[config.mk]
export PLATFORM = sky130hd
export DESIGN_NAME = crt_sincos
export DESIGN_NICKNAME = d
export VERILOG_FILES = /design/src/hdl/crt_pkg.sv /design/src/hdl/crt_cordic_stage.sv /design/src/hdl/crt_sincos.sv
export SDC_FILE = /design/constraint.sdc
export NUM_CORES = 2
export LEC_CHECK = 0
export ABC_AREA = 1
export BUFFER_PORTS_ARGS = -buffer_cell sky130_fd_sc_hd__buf_2
export CORE_AREA = 2 2 428 430
export CTS_CLUSTER_DIAMETER = 120
export CTS_CLUSTER_SIZE = 30
export DETAILED_ROUTE_END_ITERATION = 7
export DIE_AREA = 0 0 430 432
export PLACE_DENSITY_LB_ADDON = 0.15
export SLEW_MARGIN = 5
export SYNTH_ARGS = -nofsm -noshare
export SYNTH_HDL_FRONTEND = slang
export SYNTH_SLANG_ARGS = --single-unit
[constraint.sdc]
create_clock -name clk -period 5.4 [get_ports clk]
set_input_delay 1.08 -clock clk [delete_from_list [all_inputs] [get_ports clk]]
set_output_delay 1.08 -clock clk [all_outputs]
set_load 0.05 [all_outputs]
[src/hdl/crt_pkg.sv]
// Package for the camera relative translate block.
// Item types, fixed-point constants and the CORDIC arctangent table; no dependencies.
package crt_pkg;

  localparam int TRIG_W = 32;   // Q.30 trig values inside the CORDIC
  localparam int ANG_W  = 32;   // reduced angle, Q.28 radians
  localparam int ENT_W  = 33;   // matrix entries, Q.30, room for negation
  localparam int TERM_W = 35;   // one rounded displacement term
  localparam int SUM_W  = 37;   // position plus three terms
  localparam int MAX_STEPS = 24;

  localparam logic signed [TRIG_W-1:0] CORDIC_GAIN = 32'sd652032874;
  localparam logic signed [32:0] PI_Q28      = 33'sd843314857;
  localparam logic signed [32:0] TWO_PI_Q28  = 33'sd1686629713;
  localparam logic signed [32:0] HALF_PI_Q28 = 33'sd421657428;

  typedef struct packed {
    logic signed [31:0] pos_x;
    logic signed [31:0] pos_y;
    logic signed [31:0] pos_z;
    logic signed [15:0] yaw_angle;
    logic signed [15:0] pitch_angle;
    logic signed [31:0] move_dx;
    logic signed [31:0] move_dy;
    logic signed [31:0] move_dz;
  } crt_in_t;

  typedef struct packed {
    logic signed [31:0] new_x;
    logic signed [31:0] new_y;
    logic signed [31:0] new_z;
    logic               saturated;
  } crt_out_t;

  // one CORDIC lane: vector plus residual angle and fold flag
  typedef struct packed {
    logic signed [TRIG_W-1:0] x;
    logic signed [TRIG_W-1:0] y;
    logic signed [ANG_W-1:0]  z;
    logic                     neg;
  } crt_lane_t;

  // arctangent of 2^-i in Q.28
  function automatic logic signed [ANG_W-1:0] atan_q28(input int i);
    logic signed [ANG_W-1:0] v;
    case (i)
      0:  v = 32'sd210828714;
      1:  v = 32'sd124459457;
      2:  v = 32'sd65760959;
      3:  v = 32'sd33381290;
      4:  v = 32'sd16755422;
      5:  v = 32'sd8385879;
      6:  v = 32'sd4193963;
      7:  v = 32'sd2097109;
      8:  v = 32'sd1048571;
      9:  v = 32'sd524287;
      10: v = 32'sd262144;
      11: v = 32'sd131072;
      12: v = 32'sd65536;
      13: v = 32'sd32768;
      14: v = 32'sd16384;
      15: v = 32'sd8192;
      16: v = 32'sd4096;
      17: v = 32'sd2048;
      18: v = 32'sd1024;
      19: v = 32'sd512;
      20: v = 32'sd256;
      21: v = 32'sd128;
      22: v = 32'sd64;
      23: v = 32'sd32;
      default: v = '0;
    endcase
    return v;
  endfunction

endpackage

[src/hdl/crt_cordic_stage.sv]
// One registered CORDIC rotation-mode iteration.
// Depends on crt_pkg for the lane type and the arctangent table.
module crt_cordic_stage #(
  parameter int STEP = 0
) (
  input  logic             clk,
  input  logic             adv,
  input  crt_pkg::crt_lane_t lane_in,
  output crt_pkg::crt_lane_t lane_out
);
  import crt_pkg::*;

  crt_lane_t lane_r, lane_nxt;

  // rotate toward zero residual angle
  always_comb begin
    lane_nxt = lane_in;
    if (!lane_in.z[ANG_W-1]) begin
      lane_nxt.x = lane_in.x - (lane_in.y >>> STEP);
      lane_nxt.y = lane_in.y + (lane_in.x >>> STEP);
      lane_nxt.z = lane_in.z - atan_q28(STEP);
    end else begin
      lane_nxt.x = lane_in.x + (lane_in.y >>> STEP);
      lane_nxt.y = lane_in.y - (lane_in.x >>> STEP);
      lane_nxt.z = lane_in.z + atan_q28(STEP);
    end
  end

  always_ff @(posedge clk) begin
    if (adv) begin
      lane_r <= lane_nxt;
    end
  end

  assign lane_out = lane_r;
endmodule

[src/hdl/crt_sincos.sv]
// Sine and cosine of a Q3.12 angle: a registered range reduction, then a chain
// of CORDIC_STEPS registered iterations, capped at MAX_STEPS. Depends on crt_pkg and crt_cordic_stage.
module crt_sincos #(
  parameter int CORDIC_STEPS = 16
) (
  input  logic               clk,
  input  logic               adv,
  input  logic signed [15:0] angle,
  output crt_pkg::crt_lane_t lane_out
);
  import crt_pkg::*;

  localparam int NS = (CORDIC_STEPS < MAX_STEPS) ? CORDIC_STEPS : MAX_STEPS;

  crt_lane_t red_r, red_nxt;
  crt_lane_t chain [NS+1];

  // wrap into [-pi, pi], then fold into [-pi/2, pi/2]
  always_comb begin
    logic signed [32:0] z;
    z = {angle[15], angle, 16'h0000};
    red_nxt.neg = 1'b0;
    if (z > PI_Q28) begin
      z = z - TWO_PI_Q28;
    end
    if (z < -PI_Q28) begin
      z = z + TWO_PI_Q28;
    end
    if (z > HALF_PI_Q28) begin
      z = z - PI_Q28;
      red_nxt.neg = 1'b1;
    end else if (z < -HALF_PI_Q28) begin
      z = z + PI_Q28;
      red_nxt.neg = 1'b1;
    end
    red_nxt.z = z[ANG_W-1:0];
    red_nxt.x = CORDIC_GAIN;
    red_nxt.y = '0;
  end

  always_ff @(posedge clk) begin
    if (adv) begin
      red_r <= red_nxt;
    end
  end

  assign chain[0] = red_r;

  for (genvar g = 0; g < NS; g++) begin : g_step
    crt_cordic_stage #(.STEP(g)) u_stage (
      .clk     (clk),
      .adv     (adv),
      .lane_in (chain[g]),
      .lane_out(chain[g+1])
    );
  end

  assign lane_out = chain[NS];
endmodule

# Word level (Yosys, flattened, before mapping)
# Index checks and enable logic that the tools add are counted.
[op_classes]
order_cmp = 4
muxes = 21
addsub = 96
[op_table]
columns = ["op", "n"]
rows = [
  ["96-bit 2-to-1 mux", 15],
  ["32-bit by 30-bit adder with 32-bit output", 3],
  ["32-bit by 30-bit subtractor with 32-bit output", 3],
  ["33-bit 2-to-1 mux", 2],
  ["32-bit by 17-bit adder with 32-bit output", 2],
  ["32-bit by 18-bit adder with 32-bit output", 2],
  ["32-bit by 19-bit adder with 32-bit output", 2],
  ["32-bit by 20-bit adder with 32-bit output", 2],
  ["32-bit by 20-bit adder with 32-bit output (second input constant)", 2],
  ["32-bit by 21-bit adder with 32-bit output", 2],
  ["32-bit by 22-bit adder with 32-bit output", 2],
  ["32-bit by 23-bit adder with 32-bit output", 2],
  ["32-bit by 24-bit adder with 32-bit output", 2],
  ["32-bit by 25-bit adder with 32-bit output", 2],
  ["32-bit by 26-bit adder with 32-bit output", 2],
  ["32-bit by 27-bit adder with 32-bit output", 2],
  ["32-bit by 28-bit adder with 32-bit output", 2],
  ["32-bit by 29-bit adder with 32-bit output", 2],
  ["32-bit 2-to-1 mux", 2],
  ["64-bit 2-to-1 mux", 1],
  ["32-bit by 17-bit subtractor with 32-bit output", 2],
  ["32-bit by 18-bit subtractor with 32-bit output", 2],
  ["32-bit by 19-bit subtractor with 32-bit output", 2],
  ["32-bit by 20-bit subtractor with 32-bit output", 2],
  ["49 further kinds", 59],
]
[word_totals]
inputBits = 18
wordCells = 187
out_inout_bits = 97
reg_bits = 1583

# Depth between registers and ports, before layout
[depth]
depth_word = 7
ltp_mapped = 33
ltp_nobuf = 30

# Cells and area by module
# A second synthesis with hierarchy kept.
[unflattened]
hier_cells = 27240
hier_area_um2 = 175718.5
[modules_own_cells]
columns = ["mod", "n_inst", "area_each_um2", "seq_area_each_um2", "cells_each"]
rows = [
  ["crt_cordic_stage (g_step[0].u_stage)", 1, 12159.2, 2882.8, 1966],
  ["crt_cordic_stage (g_step[1].u_stage)", 1, 11698.7, 2912.8, 1873],
  ["crt_cordic_stage (g_step[2].u_stage)", 1, 11642.4, 2912.8, 1825],
  ["crt_cordic_stage (g_step[7].u_stage)", 1, 11544.8, 2912.8, 1820],
  ["crt_cordic_stage (g_step[8].u_stage)", 1, 11242.0, 2912.8, 1777],
  ["crt_cordic_stage (g_step[5].u_stage)", 1, 11218.3, 2912.8, 1760],
  ["crt_cordic_stage (g_step[9].u_stage)", 1, 11208.2, 2912.8, 1782],
  ["crt_cordic_stage (g_step[3].u_stage)", 1, 11128.2, 2912.8, 1741],
  ["crt_cordic_stage (g_step[4].u_stage)", 1, 11098.1, 2912.8, 1681],
  ["crt_cordic_stage (g_step[6].u_stage)", 1, 10508.8, 2912.8, 1530],
  ["crt_cordic_stage (g_step[11].u_stage)", 1, 9794.4, 2912.8, 1494],
  ["crt_cordic_stage (g_step[14].u_stage)", 1, 9794.4, 2912.8, 1485],
  ["crt_cordic_stage (g_step[15].u_stage)", 1, 9769.4, 2912.8, 1484],
  ["crt_cordic_stage (g_step[12].u_stage)", 1, 9763.1, 2912.8, 1469],
  ["3 more rows", "n/a", "n/a", "n/a", "n/a"],
]

# Least setup slack after synthesis
# Ideal clock, no wire load.
[synth_timing]
path_type = "reg2reg"
startpoint = "register g_step[3].u_stage.lane_r (netlist bit g_step[3].u_stage.lane_out[32])"
endpoint = "register g_step[4].u_stage.lane_r (netlist bit g_step[4].u_stage.lane_out[93]) (data pin)"
setup_slack_ps = 828
synth_period_minus_slack_ps = 4572
n_path_buf = 3
path_stages_with_launch = 23
t_arrival_ps = 4307
setup_ps = 265
required_time_ps = 5135
path_cell_list = "edfxtp_1 > clkbuf_1 > inv_1 > clkbuf_1 > buf_1 > nand2_1 > o21ai_0 > fa_1 > nand2_1 > nand2_1 > a21oi_1 > o21ai_0 > nand3_1 > nand2_1 > nand2_1 > nand2_1 > a21oi_1 > o21ai_0 > nand2_1 > o311ai_0 > a31oi_1 > o21ai_0 > xor2_1"
[synth_rtl]
columns = ["element", "line_no", "source"]
rows = [
  ["start, declared", "crt_cordic_stage.sv:13", "crt_lane_t lane_r, lane_nxt;"],
  ["start signal, assigned", "crt_cordic_stage.sv:31", "lane_r <= lane_nxt;"],
  ["end signal, assigned", "crt_cordic_stage.sv:31", ""],
  ["end, declared", "crt_cordic_stage.sv:13", ""],
]

==> flow_summary.yaml <==
hold_path:
  min-delay-start: "g_step[1].u_stage.lane_out[0]"
  min_to: "g_step[2].u_stage.lane_out[0]"
  hold_class: "flip-flop to flip-flop"
  hold_depth: 0
drt:
  drtIter0Drc: 8453
  avgRoutedWirePerCell_um: 19.3
  remaining_drc_errors: 1
  drtPass1Iterations: 8
  ant_nets: 0
  vias: 93000
  drt-total-wl_um: 302000
  viasPerCell: 5.92
setup_path:
  path_class: "flip-flop to flip-flop"
  reg2reg_depth: 18
  start_kind: "flip-flop"
  critical_path_arrival_ns: 5.51
  crit_fanout: 46
  critPathRequiredTime_ns: 5.93
  r2r_slack_ns: 0.42
  worst_r2r_startpoint: "g_step[11].u_stage.lane_out[32]"
  rr_endpoint: "g_step[12].u_stage.lane_out[59]"
  end_kind: "flip-flop"
synthesis:
  yosysUniqueCellTypes: 65
  synth_top_area_cell: "edfxtp_1"
  syn-instance-count: 13200
  yosys.area_share.xor_xnor: 0.137
  synth-compound-area-share: 0.128
  synth_ff_type: "edfxtp_1"
  synth_edf_count: 1497
  synth-seq-cells: 1497
  syn-num-nets: 14500
  avgSynthCellArea_um2: 8.89
  yosysWarnings: 0
  synth_top_family_by_area: "simple AND/OR/NAND/NOR gates"
  synthSimpleGateAreaFrac: 0.151
  syn_area_um2: 117000
  synth_area_leaders: "edfxtp_1, ha_1, xor2_1, nand2_1, a21oi_1"
  synthAdderAreaFrac: 0.146
  synth.top_cell.area_share: 0.383
  synthMuxAreaShare: 0.0000960
  ys_seq_area_frac: 0.383
  async_reset_ff_frac: 0
floorplan:
  placementRows: 157
  start_util: 0.645
  die_h_um: 432
  core_area_um2: 182000
  pin_count: 115
  die-area_um2: 186000
  die_w_um: 430
cts:
  cts_tree: "yes"
  cts.sinks: 1497
  cts_htree_levels: 2
  cts_root_buffer: "clkbuf_16"
  cts.reportedPaths.clkPinSlew_ns: 0.12
  clock_latency_ns: 0.78
  clockBufferDepth: 3
  cts_resized: 0
  cts_buffers: 60
  postCtsSetupBuffers: 0
  hold_buffers: 0
global_routing:
  grt_antenna_before_repair: 10
  grt_first_pass_wirelength_um: 475000
  track_usage: 0.318
  grt_overflow: 0
  grt_pass1_vias: 89100
  grt_max_degree: 120
timing:
  fmax_ghz: 0.201
  rsz0062_at_grt: "false"
  finClkSkew_ns: 0.0386
  tns_ns: 0
  finalCriticalPeriod_ns: 4.98
  report.final.slew_viol_count: 0
  fin_crit_sh: 0.923
  timing.hold.ws_ns: 0.400
  relSlewSlack: 0.143
  tightest_slew_ns: 1.28
  hold_viol: 0
  setup_violations: 0
placement:
  placed_cell_area_um2: 121000
  dp_hpwl_um: 243000
  numPortBuffers: 114
  gp_congestion: 0.989
flow_run:
  max-cap-violations: 0
cells_and_area:
  multi_input_area_um2: 66000
  synthToLayoutAreaGrowth_pct: 4.59
  fill_cells: 14600
  num-nets-final: 14600
  finalInstanceArea_um2: 123000
  drive_gt1_frac: 0.0310
  fin_util: 0.675
  seq_area_um2: 45000
run_status:
  violations: "DRC"
  status: "finished, violations left"
## state kept, by name, summed over array words and instances, names as in the netlist
register	count
g_step.u_stage.lane_out	1469
chain	28
## cells in the mapped netlist (all sizes together) (2+ instances only)
library cell	instances
nor3b	3
nand3	432
clkinv	11
or3	3
o21bai	84
o2bb2ai	7
ha	1295
fa	46
nand4	136
a311oi	5
o41ai	4
a21o	164
buf	125
nor4	50
nand3b	14
a41oi	8
or2	23
xnor2	540
a21boi	47
inv	1334
o31ai	74
o221ai	10
nor4b	2
nor2	1022
o311ai	23
nand2	2380
o21a	26
clkbuf	86
edfxtp	1497
o211a	2
a31oi	182
or4	4
nor3	225
a211oi	64
o21ai	576
xor2	1299
o211ai	39
a21oi	1328
a22oi	7
## worst max-delay path: stages, from the launching register on
cell and delay (ns):
edfxtp_1 0.58, clkinv_1 0.14, buf_4 0.48, o21ai_0 0.22, xnor2_1 0.18, inv_1 0.06
ha_1 0.34, a21oi_1 0.11, o21bai_1 0.22, nand2_1 0.10, nand2_1 0.08, a21oi_1 0.09
o21ai_0 0.38, a21oi_1 0.25, o21ai_0 0.44, nand3_1 0.13, o211ai_1 0.17, a21boi_0 0.25
xnor2_1 0.48
## cells by family (layout without fill, tap and decap cells)
| kind of cell | Yosys count | after routing |
|---|---|---|
| and+or+nand+nor | 4295 | 4295 |
| AOI/OAI and AO/OA | 2654 | 2654 |
| xor gates and xnor gates | 1839 | 1839 |
| buffers and inverters | 1556 | 1676 |
| DFF | 1497 | 1497 |
| adders and majority gates | 1341 | 1341 |
| other | 1 | 3 |
| muxes | 1 | 1 |
## routing by layer
layer / global-route usage / vias to the layer above / wire (µm)
met5: 0 / - / 41
met4: 0.114 / 6 / 12100
met3: 0.0366 / 601 / 18200
met2: 0.539 / 2986 / 142000
met1: 0.423 / 43700 / 130000
li1: - / 45700 / -
## stage by stage
step | std cells | worst slack, ns
2_1_floorplan | 13200 | 0.828
3_3_place_gp | 15600 | 0.537
5_1_grt | 15700 | 0.0503
3_5_place_dp | 15600 | 0.526
4_1_cts | 15700 | 0.542
6_report | 15700 | 0.416
## layout by cell type (no fill, tap or decap), types with 19 or more instances in the layout
| master | n |
|---|---|
| o31ai_1 | 74 |
| nand4_1 | 135 |
| nor3_1 | 224 |
| nor2_1 | 1009 |
| fa_1 | 46 |
| inv_1 | 1321 |
| a211oi_1 | 64 |
| xnor2_1 | 540 |
| buf_12 | 19 |
| a31oi_1 | 182 |
| or2_2 | 21 |
| nand2_1 | 2352 |
| o311ai_0 | 23 |
| nand3_1 | 429 |
| nor4_1 | 50 |
| o21ai_0 | 567 |
| o211ai_1 | 39 |
| a21boi_0 | 42 |
| a21o_1 | 164 |
| nand2_2 | 27 |
| clkbuf_16 | 61 |
| ha_1 | 1295 |
| xor2_1 | 1299 |
| edfxtp_1 | 1497 |
| buf_2 | 113 |
| buf_4 | 116 |
| o21bai_1 | 84 |
| a21oi_1 | 1327 |
| o21a_1 | 26 |
## cell type report
cell class,count,area share
Antenna cell,2,0.0000408
Clock buffer,64,0.0125
Clock inverter,19,0.00234
Inverter,1345,0.0412
Multi-Input combinational cell,10100,0.538
Sequential cell,1497,0.367
Tap cell,2385,0.0243
Timing Repair Buffer,248,0.0148
## worst max-delay path by stage
stage                                    start                              end  slack, ns  depth (start not counted)
3_3_place_gp                          angle[3]                      chain[1565]       0.54                         29
3_5_place_dp                          angle[3]                      chain[1565]       0.53                         29
2_1_floorplan   g_step[3].u_stage.lane_out[32]   g_step[4].u_stage.lane_out[93]       0.83                         22
4_1_cts         g_step[4].u_stage.lane_out[74]   g_step[5].u_stage.lane_out[63]       0.54                         19
5_1_grt        g_step[14].u_stage.lane_out[48]  g_step[15].u_stage.lane_out[95]       0.05                         19
6_report       g_step[11].u_stage.lane_out[32]  g_step[12].u_stage.lane_out[59]       0.42                         18
Power is left out: the tool's default activity adds up to more than one toggle a clock period on the data nets, which glitch-free logic cannot reach.
